--- src/hw/rtl/qafs_pkg.sv ---
`timescale 1ns / 1ps
`default_nettype none
// ----------------------------------------------------------------------------
// qafs_pkg
// Types, constants and codes shared by the quote-aware field splitter.
// ----------------------------------------------------------------------------
package qafs_pkg;

    localparam int MAX_FIELD = 64;
    localparam int LEN_W     = $clog2(MAX_FIELD + 1);
    localparam int ADDR_W    = $clog2(MAX_FIELD);

    localparam logic [7:0] QUOTE_CHAR    = 8'h22;
    localparam logic [7:0] SEP_RESET     = 8'd44;

    localparam int CFG_IDX_W = 2;
    localparam logic [CFG_IDX_W-1:0] CFG_SEPARATOR = 2'd0;
    localparam logic [CFG_IDX_W-1:0] CFG_KEEP_QUOTE = 2'd1;

    typedef enum logic [1:0] {
        KIND_BYTE  = 2'd0,
        KIND_EMPTY = 2'd1,
        KIND_END   = 2'd2
    } t_kind;

    typedef struct packed {
        logic [7:0] in_char;
        logic       in_last;
    } t_in_item;

    typedef struct packed {
        logic [7:0] out_char;
        logic [1:0] out_kind;
        logic       field_last;
        logic       string_last;
        logic       field_overflow;
    } t_out_item;

    // Controller to datapath.
    typedef struct packed {
        logic accept;   // input item taken this cycle
        logic read;     // capture buffer byte at the read pointer
        logic advance;  // field byte delivered, step the read pointer
    } t_cmd;

    // Datapath to controller.
    typedef struct packed {
        logic go_read;  // accepted item ends a field that has bytes to send
        logic go_mark;  // accepted item gives a single empty or end marker
        logic at_end;   // read pointer is on the final byte of the field
    } t_status;

endpackage
`default_nettype wire

--- src/hw/rtl/qafs_dp.sv ---
`timescale 1ns / 1ps
`default_nettype none
// ----------------------------------------------------------------------------
// qafs_dp
// Datapath: configuration registers, field buffer, quote tracking and the
// output payload register.
// ----------------------------------------------------------------------------
module qafs_dp
    import qafs_pkg::*;
(
    input  wire logic                 i_clk,
    input  wire logic                 i_rst_n,
    input  wire logic                 i_cfg_valid,
    input  wire logic [CFG_IDX_W-1:0] i_cfg_index,
    input  wire logic [7:0]           i_cfg_data,
    input  wire t_in_item             i_in,
    input  wire t_cmd                 i_cmd,
    output t_status                   o_status,
    output t_out_item                 o_out
);

    logic [7:0]       r_sep;
    logic             r_keep;
    logic [LEN_W-1:0] r_len;
    logic             r_inq;
    logic             r_ovf;
    logic [7:0]       r_first;
    logic [7:0]       r_lastb;
    logic [7:0]       r_mem [MAX_FIELD];
    logic [7:0]       r_rd_data;
    logic [LEN_W-1:0] r_ptr;
    logic [LEN_W-1:0] r_end;
    logic             r_ovf_out;
    logic             r_slast;
    t_kind            r_kind;

    logic             is_quote;
    logic             is_sep;
    logic             full;
    logic             push_ok;
    logic [LEN_W-1:0] flen;
    logic [7:0]       ffirst;
    logic [7:0]       flast;
    logic             ovf_n;
    logic             do_flush;
    logic             strip;
    logic [LEN_W-1:0] fend;
    logic             empty;

    always_comb begin
        is_quote = (i_in.in_char == QUOTE_CHAR);
        is_sep   = !is_quote && (i_in.in_char == r_sep) && !r_inq;
        full     = (r_len == LEN_W'(MAX_FIELD));
        push_ok  = !is_sep && !full;
        flen     = r_len + LEN_W'(push_ok);
        ffirst   = (push_ok && (r_len == '0)) ? i_in.in_char : r_first;
        flast    = push_ok ? i_in.in_char : r_lastb;
        ovf_n    = r_ovf || (!is_sep && full);
        // A separator flushes what is held; any other byte flushes only at the end.
        do_flush = is_sep ? (r_len != '0) : i_in.in_last;
        strip    = !r_keep && (flen >= LEN_W'(2)) &&
                   (ffirst == QUOTE_CHAR) && (flast == QUOTE_CHAR);
        fend     = flen - LEN_W'(strip);
        empty    = strip && (flen == LEN_W'(2));
    end

    assign o_status.go_read = do_flush && !empty;
    assign o_status.go_mark = (do_flush && empty) || (i_in.in_last && !do_flush);
    assign o_status.at_end  = ((r_ptr + LEN_W'(1)) == r_end);

    always_ff @(posedge i_clk) begin
        if (!i_rst_n) begin
            r_sep  <= SEP_RESET;
            r_keep <= 1'b0;
            r_len  <= '0;
            r_inq  <= 1'b0;
            r_ovf  <= 1'b0;
        end else begin
            if (i_cfg_valid) begin
                case (i_cfg_index)
                    CFG_SEPARATOR:  r_sep  <= i_cfg_data;
                    CFG_KEEP_QUOTE: r_keep <= i_cfg_data[0];
                    default: ;
                endcase
            end
            if (i_cmd.accept) begin
                if (is_sep || i_in.in_last) begin
                    r_len <= '0;
                    r_ovf <= 1'b0;
                end else begin
                    r_len <= flen;
                    r_ovf <= ovf_n;
                end
                if (i_in.in_last) begin
                    r_inq <= 1'b0;
                end else if (is_quote) begin
                    r_inq <= !r_inq;
                end
            end
        end
    end

    always_ff @(posedge i_clk) begin
        if (i_cmd.accept) begin
            if (push_ok) begin
                r_mem[r_len[ADDR_W-1:0]] <= i_in.in_char;
                r_lastb <= i_in.in_char;
                if (r_len == '0) begin
                    r_first <= i_in.in_char;
                end
            end
            r_ptr     <= LEN_W'(strip);
            r_end     <= fend;
            r_ovf_out <= do_flush && ovf_n;
            r_slast   <= i_in.in_last;
            if (do_flush && !empty) begin
                r_kind <= KIND_BYTE;
            end else if (do_flush) begin
                r_kind <= KIND_EMPTY;
            end else begin
                r_kind <= KIND_END;
            end
        end
        if (i_cmd.read) begin
            r_rd_data <= r_mem[r_ptr[ADDR_W-1:0]];
        end
        if (i_cmd.advance) begin
            r_ptr <= r_ptr + LEN_W'(1);
        end
    end

    logic flast_out;
    assign flast_out = (r_kind != KIND_BYTE) || o_status.at_end;

    always_comb begin
        o_out.out_char       = (r_kind == KIND_BYTE) ? r_rd_data : 8'd0;
        o_out.out_kind       = r_kind;
        o_out.field_last     = flast_out;
        o_out.string_last    = r_slast && flast_out;
        o_out.field_overflow = (r_kind == KIND_END) ? 1'b0 : r_ovf_out;
    end

endmodule
`default_nettype wire

--- src/hw/rtl/qafs_ctrl.sv ---
`timescale 1ns / 1ps
`default_nettype none
// ----------------------------------------------------------------------------
// qafs_ctrl
// Controller: takes input items while idle, then walks the buffered field
// one byte at a time or sends a single marker result.
// ----------------------------------------------------------------------------
module qafs_ctrl
    import qafs_pkg::*;
(
    input  wire logic    i_clk,
    input  wire logic    i_rst_n,
    input  wire logic    i_in_valid,
    output logic         o_in_ready,
    output logic         o_out_valid,
    input  wire logic    i_out_ready,
    input  wire t_status i_status,
    output t_cmd         o_cmd
);

    typedef enum logic [3:0] {
        S_IDLE = 4'b0001,
        S_READ = 4'b0010,
        S_BYTE = 4'b0100,
        S_MARK = 4'b1000
    } t_state;

    t_state r_state;
    t_state n_state;

    assign o_in_ready  = (r_state == S_IDLE);
    assign o_out_valid = (r_state == S_BYTE) || (r_state == S_MARK);

    always_comb begin
        o_cmd.accept  = (r_state == S_IDLE) && i_in_valid;
        o_cmd.read    = (r_state == S_READ);
        o_cmd.advance = (r_state == S_BYTE) && i_out_ready && !i_status.at_end;
    end

    always_comb begin
        n_state = r_state;
        case (r_state)
            S_IDLE: begin
                if (i_in_valid && i_status.go_read) begin
                    n_state = S_READ;
                end else if (i_in_valid && i_status.go_mark) begin
                    n_state = S_MARK;
                end
            end
            S_READ: n_state = S_BYTE;
            S_BYTE: begin
                if (i_out_ready) begin
                    n_state = i_status.at_end ? S_IDLE : S_READ;
                end
            end
            S_MARK: begin
                if (i_out_ready) begin
                    n_state = S_IDLE;
                end
            end
            default: n_state = S_IDLE;
        endcase
    end

    always_ff @(posedge i_clk) begin
        if (!i_rst_n) begin
            r_state <= S_IDLE;
        end else begin
            r_state <= n_state;
        end
    end

endmodule
`default_nettype wire

--- src/hw/rtl/quote_aware_field_splitter.sv ---
`timescale 1ns / 1ps
`default_nettype none
// ----------------------------------------------------------------------------
// quote_aware_field_splitter
// Splits a byte stream into fields at a separator outside double quotes and
// sends each field byte by byte, optionally without its outer quote pair.
//
//   Channel | Direction | Handshake                   | Payload
//   --------+-----------+-----------------------------+--------------------------
//   in      | input     | i_in_valid / o_in_ready     | i_in  (t_in_item)
//   out     | output    | o_out_valid / i_out_ready   | o_out (t_out_item)
//   cfg     | input     | i_cfg_valid / o_cfg_ready   | i_cfg_index, i_cfg_data
//
// An item that ends no field is taken and leaves the block idle. For an item
// that ends a field, each sent byte is read from the single-port field buffer
// in a read state, then offered in a byte state; a marker has its own state.
// Reset is synchronous; the buffer is not cleared and needs no sweep.
// A stalled output holds the block; no item is taken until all results of
// the previous one are delivered. Configuration writes are always taken.
// ----------------------------------------------------------------------------
module quote_aware_field_splitter
    import qafs_pkg::*;
(
    input  wire logic                 i_clk,
    input  wire logic                 i_rst_n,
    input  wire logic                 i_in_valid,
    output logic                      o_in_ready,
    input  wire t_in_item             i_in,
    output logic                      o_out_valid,
    input  wire logic                 i_out_ready,
    output t_out_item                 o_out,
    input  wire logic                 i_cfg_valid,
    output logic                      o_cfg_ready,
    input  wire logic [CFG_IDX_W-1:0] i_cfg_index,
    input  wire logic [7:0]           i_cfg_data
);

    t_cmd    cmd;
    t_status status;

    assign o_cfg_ready = 1'b1;

    qafs_ctrl u_ctrl (
        .i_clk       (i_clk),
        .i_rst_n     (i_rst_n),
        .i_in_valid  (i_in_valid),
        .o_in_ready  (o_in_ready),
        .o_out_valid (o_out_valid),
        .i_out_ready (i_out_ready),
        .i_status    (status),
        .o_cmd       (cmd)
    );

    qafs_dp u_dp (
        .i_clk       (i_clk),
        .i_rst_n     (i_rst_n),
        .i_cfg_valid (i_cfg_valid),
        .i_cfg_index (i_cfg_index),
        .i_cfg_data  (i_cfg_data),
        .i_in        (i_in),
        .i_cmd       (cmd),
        .o_status    (status),
        .o_out       (o_out)
    );

endmodule
`default_nettype wire

--- config.mk ---
export PLATFORM = sky130hd
export DESIGN_NAME = quote_aware_field_splitter
export DESIGN_NICKNAME = d
export VERILOG_FILES = /design/src/hw/rtl/qafs_pkg.sv /design/src/hw/rtl/qafs_dp.sv /design/src/hw/rtl/qafs_ctrl.sv /design/src/hw/rtl/quote_aware_field_splitter.sv
export SDC_FILE = /design/constraint.sdc
export NUM_CORES = 1
export LEC_CHECK = 0
export BUFFER_PORTS_ARGS = -buffer_cell sky130_fd_sc_hd__buf_2
export CAP_MARGIN = 20
export CELL_PAD_IN_SITES_DETAIL_PLACEMENT = 1
export CELL_PAD_IN_SITES_GLOBAL_PLACEMENT = 1
export CORE_ASPECT_RATIO = 1.5
export CORE_MARGIN = 2
export CORE_UTILIZATION = 40
export DETAILED_ROUTE_END_ITERATION = 16
export PLACE_DENSITY = 0.61
export SLEW_MARGIN = 25
export SYNTH_ARGS = -nofsm -noshare
export SYNTH_HDL_FRONTEND = slang
export SYNTH_SLANG_ARGS = --single-unit
export TNS_END_PERCENT = 5
--- constraint.sdc ---
create_clock -name i_clk -period 8.6 [get_ports i_clk]
set_input_delay 2.58 -clock i_clk [delete_from_list [all_inputs] [get_ports i_clk]]
set_output_delay 2.58 -clock i_clk [all_outputs]
set_load 0.05 [all_outputs]
==> flow_summary.json, run 1 <==
{
  "rows": 107,
  "grt_use_total_pct": 18.8,
  "p_seq_share_pct": 52.6,
  "ir_drop_mv": 0.149,
  "p_int_w": 0.00463,
  "multiInputGateArea_mm2": 0.00570,
  "slew_headroom_pct": 31.6,
  "viasPerCell": 5.48,
  "min_from": "u_dp.r_sep[0]",
  "hp-class": "reg -> reg",
  "post_cts_buffers": 0,
  "syn_to_final_growth_pct": 11.8,
  "setup_viol": 0,
  "yosys-top-cells-count": "edfxtp_1 (554), mux4_2 (168), nor2_1 (83)",
  "tns_ps": 0,
  "synth_top_area_share_pct": 72.1,
  "wl_per_cell_um": 27.9,
  "async_flop_share_pct": 0,
  "synth_edf_count": 554,
  "ys_ff_latch": 576,
  "final_core_util_pct": 45.4,
  "grt_start_max_net_pins": 132,
  "status": "completed",
  "antenna_found_initial": 2,
  "period_minus_slack_ps": 6760,
  "max_freq_ghz": 0.148,
  "netlist_area_mm2": 0.0231,
  "ant_nets": 0,
  "hpwl_mm": 35.1,
  "synth_top_flop_cell": "edfxtp_1",
  "crit_type": "in -> reg",
  "p_per_area_mw_per_mm2": 230,
  "cts_resized": 0,
  "cp_common_cell": "ha_1",
  "rsz0062_at_grt": "no",
  "die_w_um": 200,
  "start_util_pct": 40.6,
  "nNetsFinal": 1208,
  "cts-htree-levels": 2,
  "worst_slew_pin_slew_ps": 1020,
  "cts_tree": "yes",
  "grt_pass1_vias": 11882,
  "drv_cap": 0,
  "p_sw_w": 0.00130,
  "cpPeakStageDelay_ps": 540,
  "hold_viol_final": 0,
  "clock_latency_ps": 590,
  "timing.rr.start": "u_dp.r_sep[1]",
  "cts.sinks": 576,
  "clockPowerShare_pct": 39.7,
  "drive_above_1_share_pct": 25.0,
  "die-area_mm2": 0.0597,
  "post-route-drc-count": 0,
  "slowest_stage": "buf_4",
  "core_mm2": 0.0569,
  "crit_required_ps": 8920,
  "yosysUniqueCellTypes": 54,
  "root_buffer": "clkbuf_16",
  "drtIter0Drc": 650,
  "register_area_mm2": 0.0171,
  "cp.buffers_inverters": 3,
  "place_congestion": 0.750,
  "yosysSeqAreaShare_pct": 74.0,
  "boundaryPins": 40,
  "syn_inst": 1131,
  "numCtsBuffers": 52,
  "grt_pass1_wl_mm": 82.2,
  "finalMaxSlewViolations": 0,
  "cp-start-kind": "input pin",
  "worstPathArrival_ps": 7080,
  "leakagePower_nw": 8.07,
  "vias": 10867,
  "ys_warn_count": 0,
  "clk_pin_slew_ps": 70,
  "swShare_pct": 22.0,
  "comb_power_share_pct": 7.7,
  "syn_area_per_cell_um2": 20.4,
  "grt_overflow": 0,
  "path_cells": "buf_2, buf_4, nor4bb_1, a211oi_1, nand3_1, nand2_1, inv_1, ha_1, ha_1, xor2_1, nor4b_1, o2111ai_1, o311a_1, o211a_1, ha_1, nor3b_1, mux2i_1, xor2_1",
  "crit_fanout": 68,
  "port_buffers": 38,
  "first_pass_iters": 5,
  "crit_family": "simple AND/OR/NAND/NOR gates",
  "finalCritPeriodShare_pct": 78.6,
  "fillers": 5227,
  "yosysTopAreaCell": "edfxtp_1",
  "critPathCaptureType": "flip-flop",
  "startpoint": "i_in[7]",
  "drt_wl_total_mm": 55.3,
  "synthTopCellsByArea": "edfxtp_1 (72%), mux4_2 (16%), dfxtp_1 (1.9%), nor2_1 (1.3%), nand2_1 (0.78%)",
  "synth_most_common_cell": "edfxtp_1",
  "synth_fp_nets": 1161,
  "skew_ps": 18.8,
  "die_y_um": 298,
  "ctsHoldBuffers": 0,
  "cts_buffer_depth": 3
}
cells in the final DEF, fill, tap and decap left out, drive strengths merged, types with 9 or more instances in the layout:
cell type | netlist | layout
nand3 | 12 | 12
inv | 14 | 14
nor2b | 13 | 13
clkbuf | 33 | 62
nor2 | 83 | 83
mux4 | 168 | 168
buf | 26 | 52
nor3 | 9 | 9
and2 | 13 | 13
xor2 | 14 | 14
dfxtp | 22 | 22
clkinv | 0 | 21
xnor2 | 10 | 10
mux2i | 11 | 11
nand2 | 48 | 48
edfxtp | 554 | 554
metal layers:
| metal | wire length [um] | part of all wire [%] | up-vias | track usage, % |
|---|---|---|---|---|
| met5 | 0 | 0 | - | 0 |
| met4 | 1600 | 2.9 | 0 | 5.99 |
| met3 | 1490 | 2.7 | 69 | 1.84 |
| met2 | 30800 | 56 | 199 | 35.2 |
| met1 | 21400 | 39 | 5864 | 22.8 |
| li1 | - | - | 4735 | - |
worst min-delay path: stages, from the launching register on:
cell and delay (ps):
dfxtp_1 320, mux2i_1 120, nor2b_1 60
metrics by stage:
step	power [W]	hold WS, ps	cell area (um2)	worst slack [ps]	instances
2_1_floorplan	0.00347	462	23100	2250	1131
3_3_place_gp	0.00364	527	24100	1410	1887
3_5_place_dp	0.00365	531	24100	1230	1887
4_1_cts	0.00600	548	25800	1840	1983
5_1_grt	0.00611	578	25800	1290	1984
6_report	0.00593	542	25800	1840	1984
flip-flops by register name (all words and copies together), names as in the netlist, 2 cells and up:
register	cells
u_ctrl.r_state	4
u_dp.r_mem	512
u_dp.r_lastb	8
u_dp.r_rd_data	8
u_dp.r_end	7
u_dp.r_kind	2
u_dp.r_len	7
u_dp.r_ptr	7
u_dp.r_first	8
u_dp.r_sep	8
worst paths after layout:
check                           slack (ps)  cells past startpoint             to
worst min-delay path                   540                      2  u_dp.r_sep[0]
worst max-delay path                  1840                     18  u_dp.r_end[5]
worst max register to register        3880                     16  u_dp.r_end[5]
worst min register to register         540                      2  u_dp.r_sep[0]
power by group through the flow:
| stage | registers (W) | clock network, W | logic, W |
|---|---|---|---|
| after global routing | 0.00312 | 0.00250 | 0.000486 |
| final | 0.00312 | 0.00236 | 0.000454 |
| after floorplan | 0.00318 | 0 | 0.000290 |
| after CTS | 0.00312 | 0.00241 | 0.000468 |
| after global placement | 0.00318 | 0 | 0.000459 |
| after detailed placement | 0.00318 | 0 | 0.000466 |
layout make-up:
| type | instances | share of cell area (%) |
|---|---|---|
| flip-flops and latches | 576 | 66.2 |
| multi-input cells | 482 | 22.1 |
| clock buffers | 62 | 5.27 |
| well taps | 763 | 3.70 |
| clock inverters | 34 | 1.33 |
| repair buffers | 52 | 1.24 |
| inverters | 14 | 0.204 |
| diodes | 1 | 0.00970 |
cells by family after synthesis:
family	synth area share (%)
AOI/OAI and AO/OA	1.39
xor gates and xnor gates	1.31
adders and majority gates	0.325
buffers and inverters	1.39
DFF	74.0
muxes	16.9
other	0.0162
and+or+nand+nor	4.69
(Power assumes the default switching activity.)
==> run 2, diff against run 1 <==
--- a/config.mk
+++ b/config.mk
@@ -13,7 +13,7 @@
 export CORE_MARGIN = 2
 export CORE_UTILIZATION = 40
 export DETAILED_ROUTE_END_ITERATION = 16
-export PLACE_DENSITY = 0.61
+export PLACE_DENSITY = 0.64
 export SLEW_MARGIN = 25
 export SYNTH_ARGS = -nofsm -noshare
 export SYNTH_HDL_FRONTEND = slang
==> constraint.sdc (replaced) <==
create_clock -name i_clk -period 6 [get_ports i_clk]
set_input_delay 1.8 -clock i_clk [delete_from_list [all_inputs] [get_ports i_clk]]
set_output_delay 1.8 -clock i_clk [all_outputs]
set_load 0.05 [all_outputs]
==> run 2 against run 1 <==
Against the previous run: first-iteration DRC count up 14%; power rose by 42%; cell area is essentially flat; combinational power grew 42%; sequential power increased by 44%; sequential share of layout area barely moved; critical path depth down 1; clock skew down 3.6 ps; die area stayed put; core utilization barely moved; clock-buffer cell count down 1.
==> flow_summary.json, run 2 (synthesis gave the netlist of run 1 again) <==
{
  "clk_pin_slew_ps": 70,
  "cts.sinks": 576,
  "setup_viol": 0,
  "cp-start-kind": "input pin",
  "root_buffer": "clkbuf_16",
  "grt_pass1_vias": 11880,
  "first_pass_iters": 4,
  "cts_resized": 0,
  "port_buffers": 38,
  "crit_fanout": 8,
  "cts_buffer_depth": 3,
  "grt_use_total_pct": 18.4,
  "grt_overflow": 0,
  "cts-htree-levels": 2,
  "rrSetupSlack_ps": 1680,
  "largest_reg_flops": 512,
  "min_from": "u_dp.r_sep[2]",
  "hold_ws_ps": 519,
  "reg2reg_to": "u_dp.r_rd_data[6]",
  "hold_depth": 2,
  "vias": 10850,
  "rows": 107,
  "slowest_stage": "nor4_1",
  "nNetsFinal": 1217,
  "die_y_um": 298,
  "finalMaxSlewViolations": 0,
  "hp-class": "reg -> reg",
  "post_cts_buffers": 0,
  "worst_slew_pin_slew_ps": 1050,
  "antenna_cells": 0,
  "cts_tree": "yes",
  "drive_above_1_share_pct": 25.2,
  "slew_headroom_pct": 28.0,
  "die_w_um": 200,
  "skew_ps": 15.1,
  "r2r_cells": 5,
  "max_freq_ghz": 0.193,
  "status": "completed",
  "final_common_cell": "edfxtp_1",
  "tns_ps": 0,
  "crit_required_ps": 6320,
  "numCtsBuffers": 53,
  "cpPeakStageDelay_ps": 540,
  "placed_area_mm2": 0.0241,
  "hpwl_mm": 34.9,
  "wl_per_cell_um": 27.0,
  "critPathCaptureType": "flip-flop",
  "syn_to_final_growth_pct": 11.8,
  "antenna_found_initial": 1,
  "rsz0062_at_grt": "no",
  "drv_cap": 0,
  "finalCritPeriodShare_pct": 86.6,
  "start_util_pct": 40.6,
  "hold_viol_final": 0,
  "viasPerCell": 5.45,
  "die-area_mm2": 0.0597,
  "clock_latency_ps": 590,
  "p_per_area_mw_per_mm2": 325,
  "drtIter0Drc": 741,
  "path_cells": "buf_2, xor2_1, nor4_1, nand3_1, nand2_1, inv_1, ha_1, ha_1, xor2_1, nor4b_1, o2111ai_1, o311a_1, o211a_1, ha_1, nor3b_1, mux2i_1, xor2_1",
  "boundaryPins": 40,
  "ctsHoldBuffers": 0,
  "core_mm2": 0.0569,
  "worstPathArrival_ps": 5520,
  "ant_nets": 0,
  "power_w": 0.00840,
  "timing.rr.start": "u_dp.r_ptr[1]",
  "period_minus_slack_ps": 5190,
  "whs_endpoint": "u_dp.r_sep[2]",
  "post-route-drc-count": 0,
  "crit_type": "in -> reg",
  "grt_pass1_wl_mm": 80.6,
  "final_area_mm2": 0.0258,
  "startpoint": "i_in[2]",
  "final_cell_mix": "edfxtp_1 (554), mux4_2 (168), nor2_1 (82)",
  "ir_drop_mv": 0.200,
  "drt_wl_total_mm": 53.7,
  "place_congestion": 0.785,
  "grt_start_max_net_pins": 88,
  "leakagePower_nw": 8.10
}
-- run 2: changes by cell type in the layout (fill, tap and decap cells not counted), sizes merged --
| cell | change |
|---|---|
| inv | +2 |
| buf | +8 |
| clkbuf | -1 |
| clkinvlp | -3 |
| diode | -1 |
| bufinv | -2 |
| clkinv | +5 |
-- run 2: report_power, final --
part           internal [W]  leakage (nW)  switching (W)  total (W)
sequential          0.00445          5.18      0.0000266    0.00448
clock               0.00183         0.812        0.00144    0.00327
combinational      0.000269          2.10       0.000376   0.000645
-- run 2: per-stage QoR --
stage,setup slack [ps],utilization (%),instances
after global placement,375,42.4,1895
after floorplan,427,-,1131
after global routing,446,45.4,1992
final,806,45.4,1992
after detailed placement,234,42.4,1895
after CTS,833,45.3,1992
-- run 2: layout make-up --
cell class	count	area, um2
Fill cell	5211	31100
Sequential cell	576	17100
Multi-Input combinational cell	482	5700
Clock buffer	61	1360
Tap cell	763	955
Timing Repair Buffer	60	368
Clock inverter	36	303
Inverter	14	52.6
-- run 2: routing by layer --
layer  vias to the layer above  wire length (um)  track usage [%]
met2                       199             30300             35.0
met3                        86              1520             2.13
met5                         -                 0                0
met4                         0              1590             5.92
met1                      5828             20300             21.4
li1                       4737                 -                -
-- run 2: how the worst max path moves through the flow --
| stage | to | slack, ps | cells after the start |
|---|---|---|---|
| final | u_dp.r_end[5] | 810 | 17 |
| after global routing | u_dp.r_end[5] | 450 | 17 |
| after detailed placement | u_dp.r_end[5] | 230 | 17 |
| after CTS | u_dp.r_end[5] | 830 | 17 |
| after global placement | u_dp.r_end[4] | 380 | 18 |
| after floorplan | u_dp.r_end[4] | 430 | 19 |
-- run 2: critical path: cells and delay by family --
kind | cells | cell delay, ps
AND/OR/NAND/NOR | 5 | 1400
AO/OA/AOI/OAI | 3 | 680
multiplexers | 1 | 270
adder cells (fa/ha/maj) | 3 | 640
XOR/XNOR | 3 | 530
buffers and inverters | 2 | 210
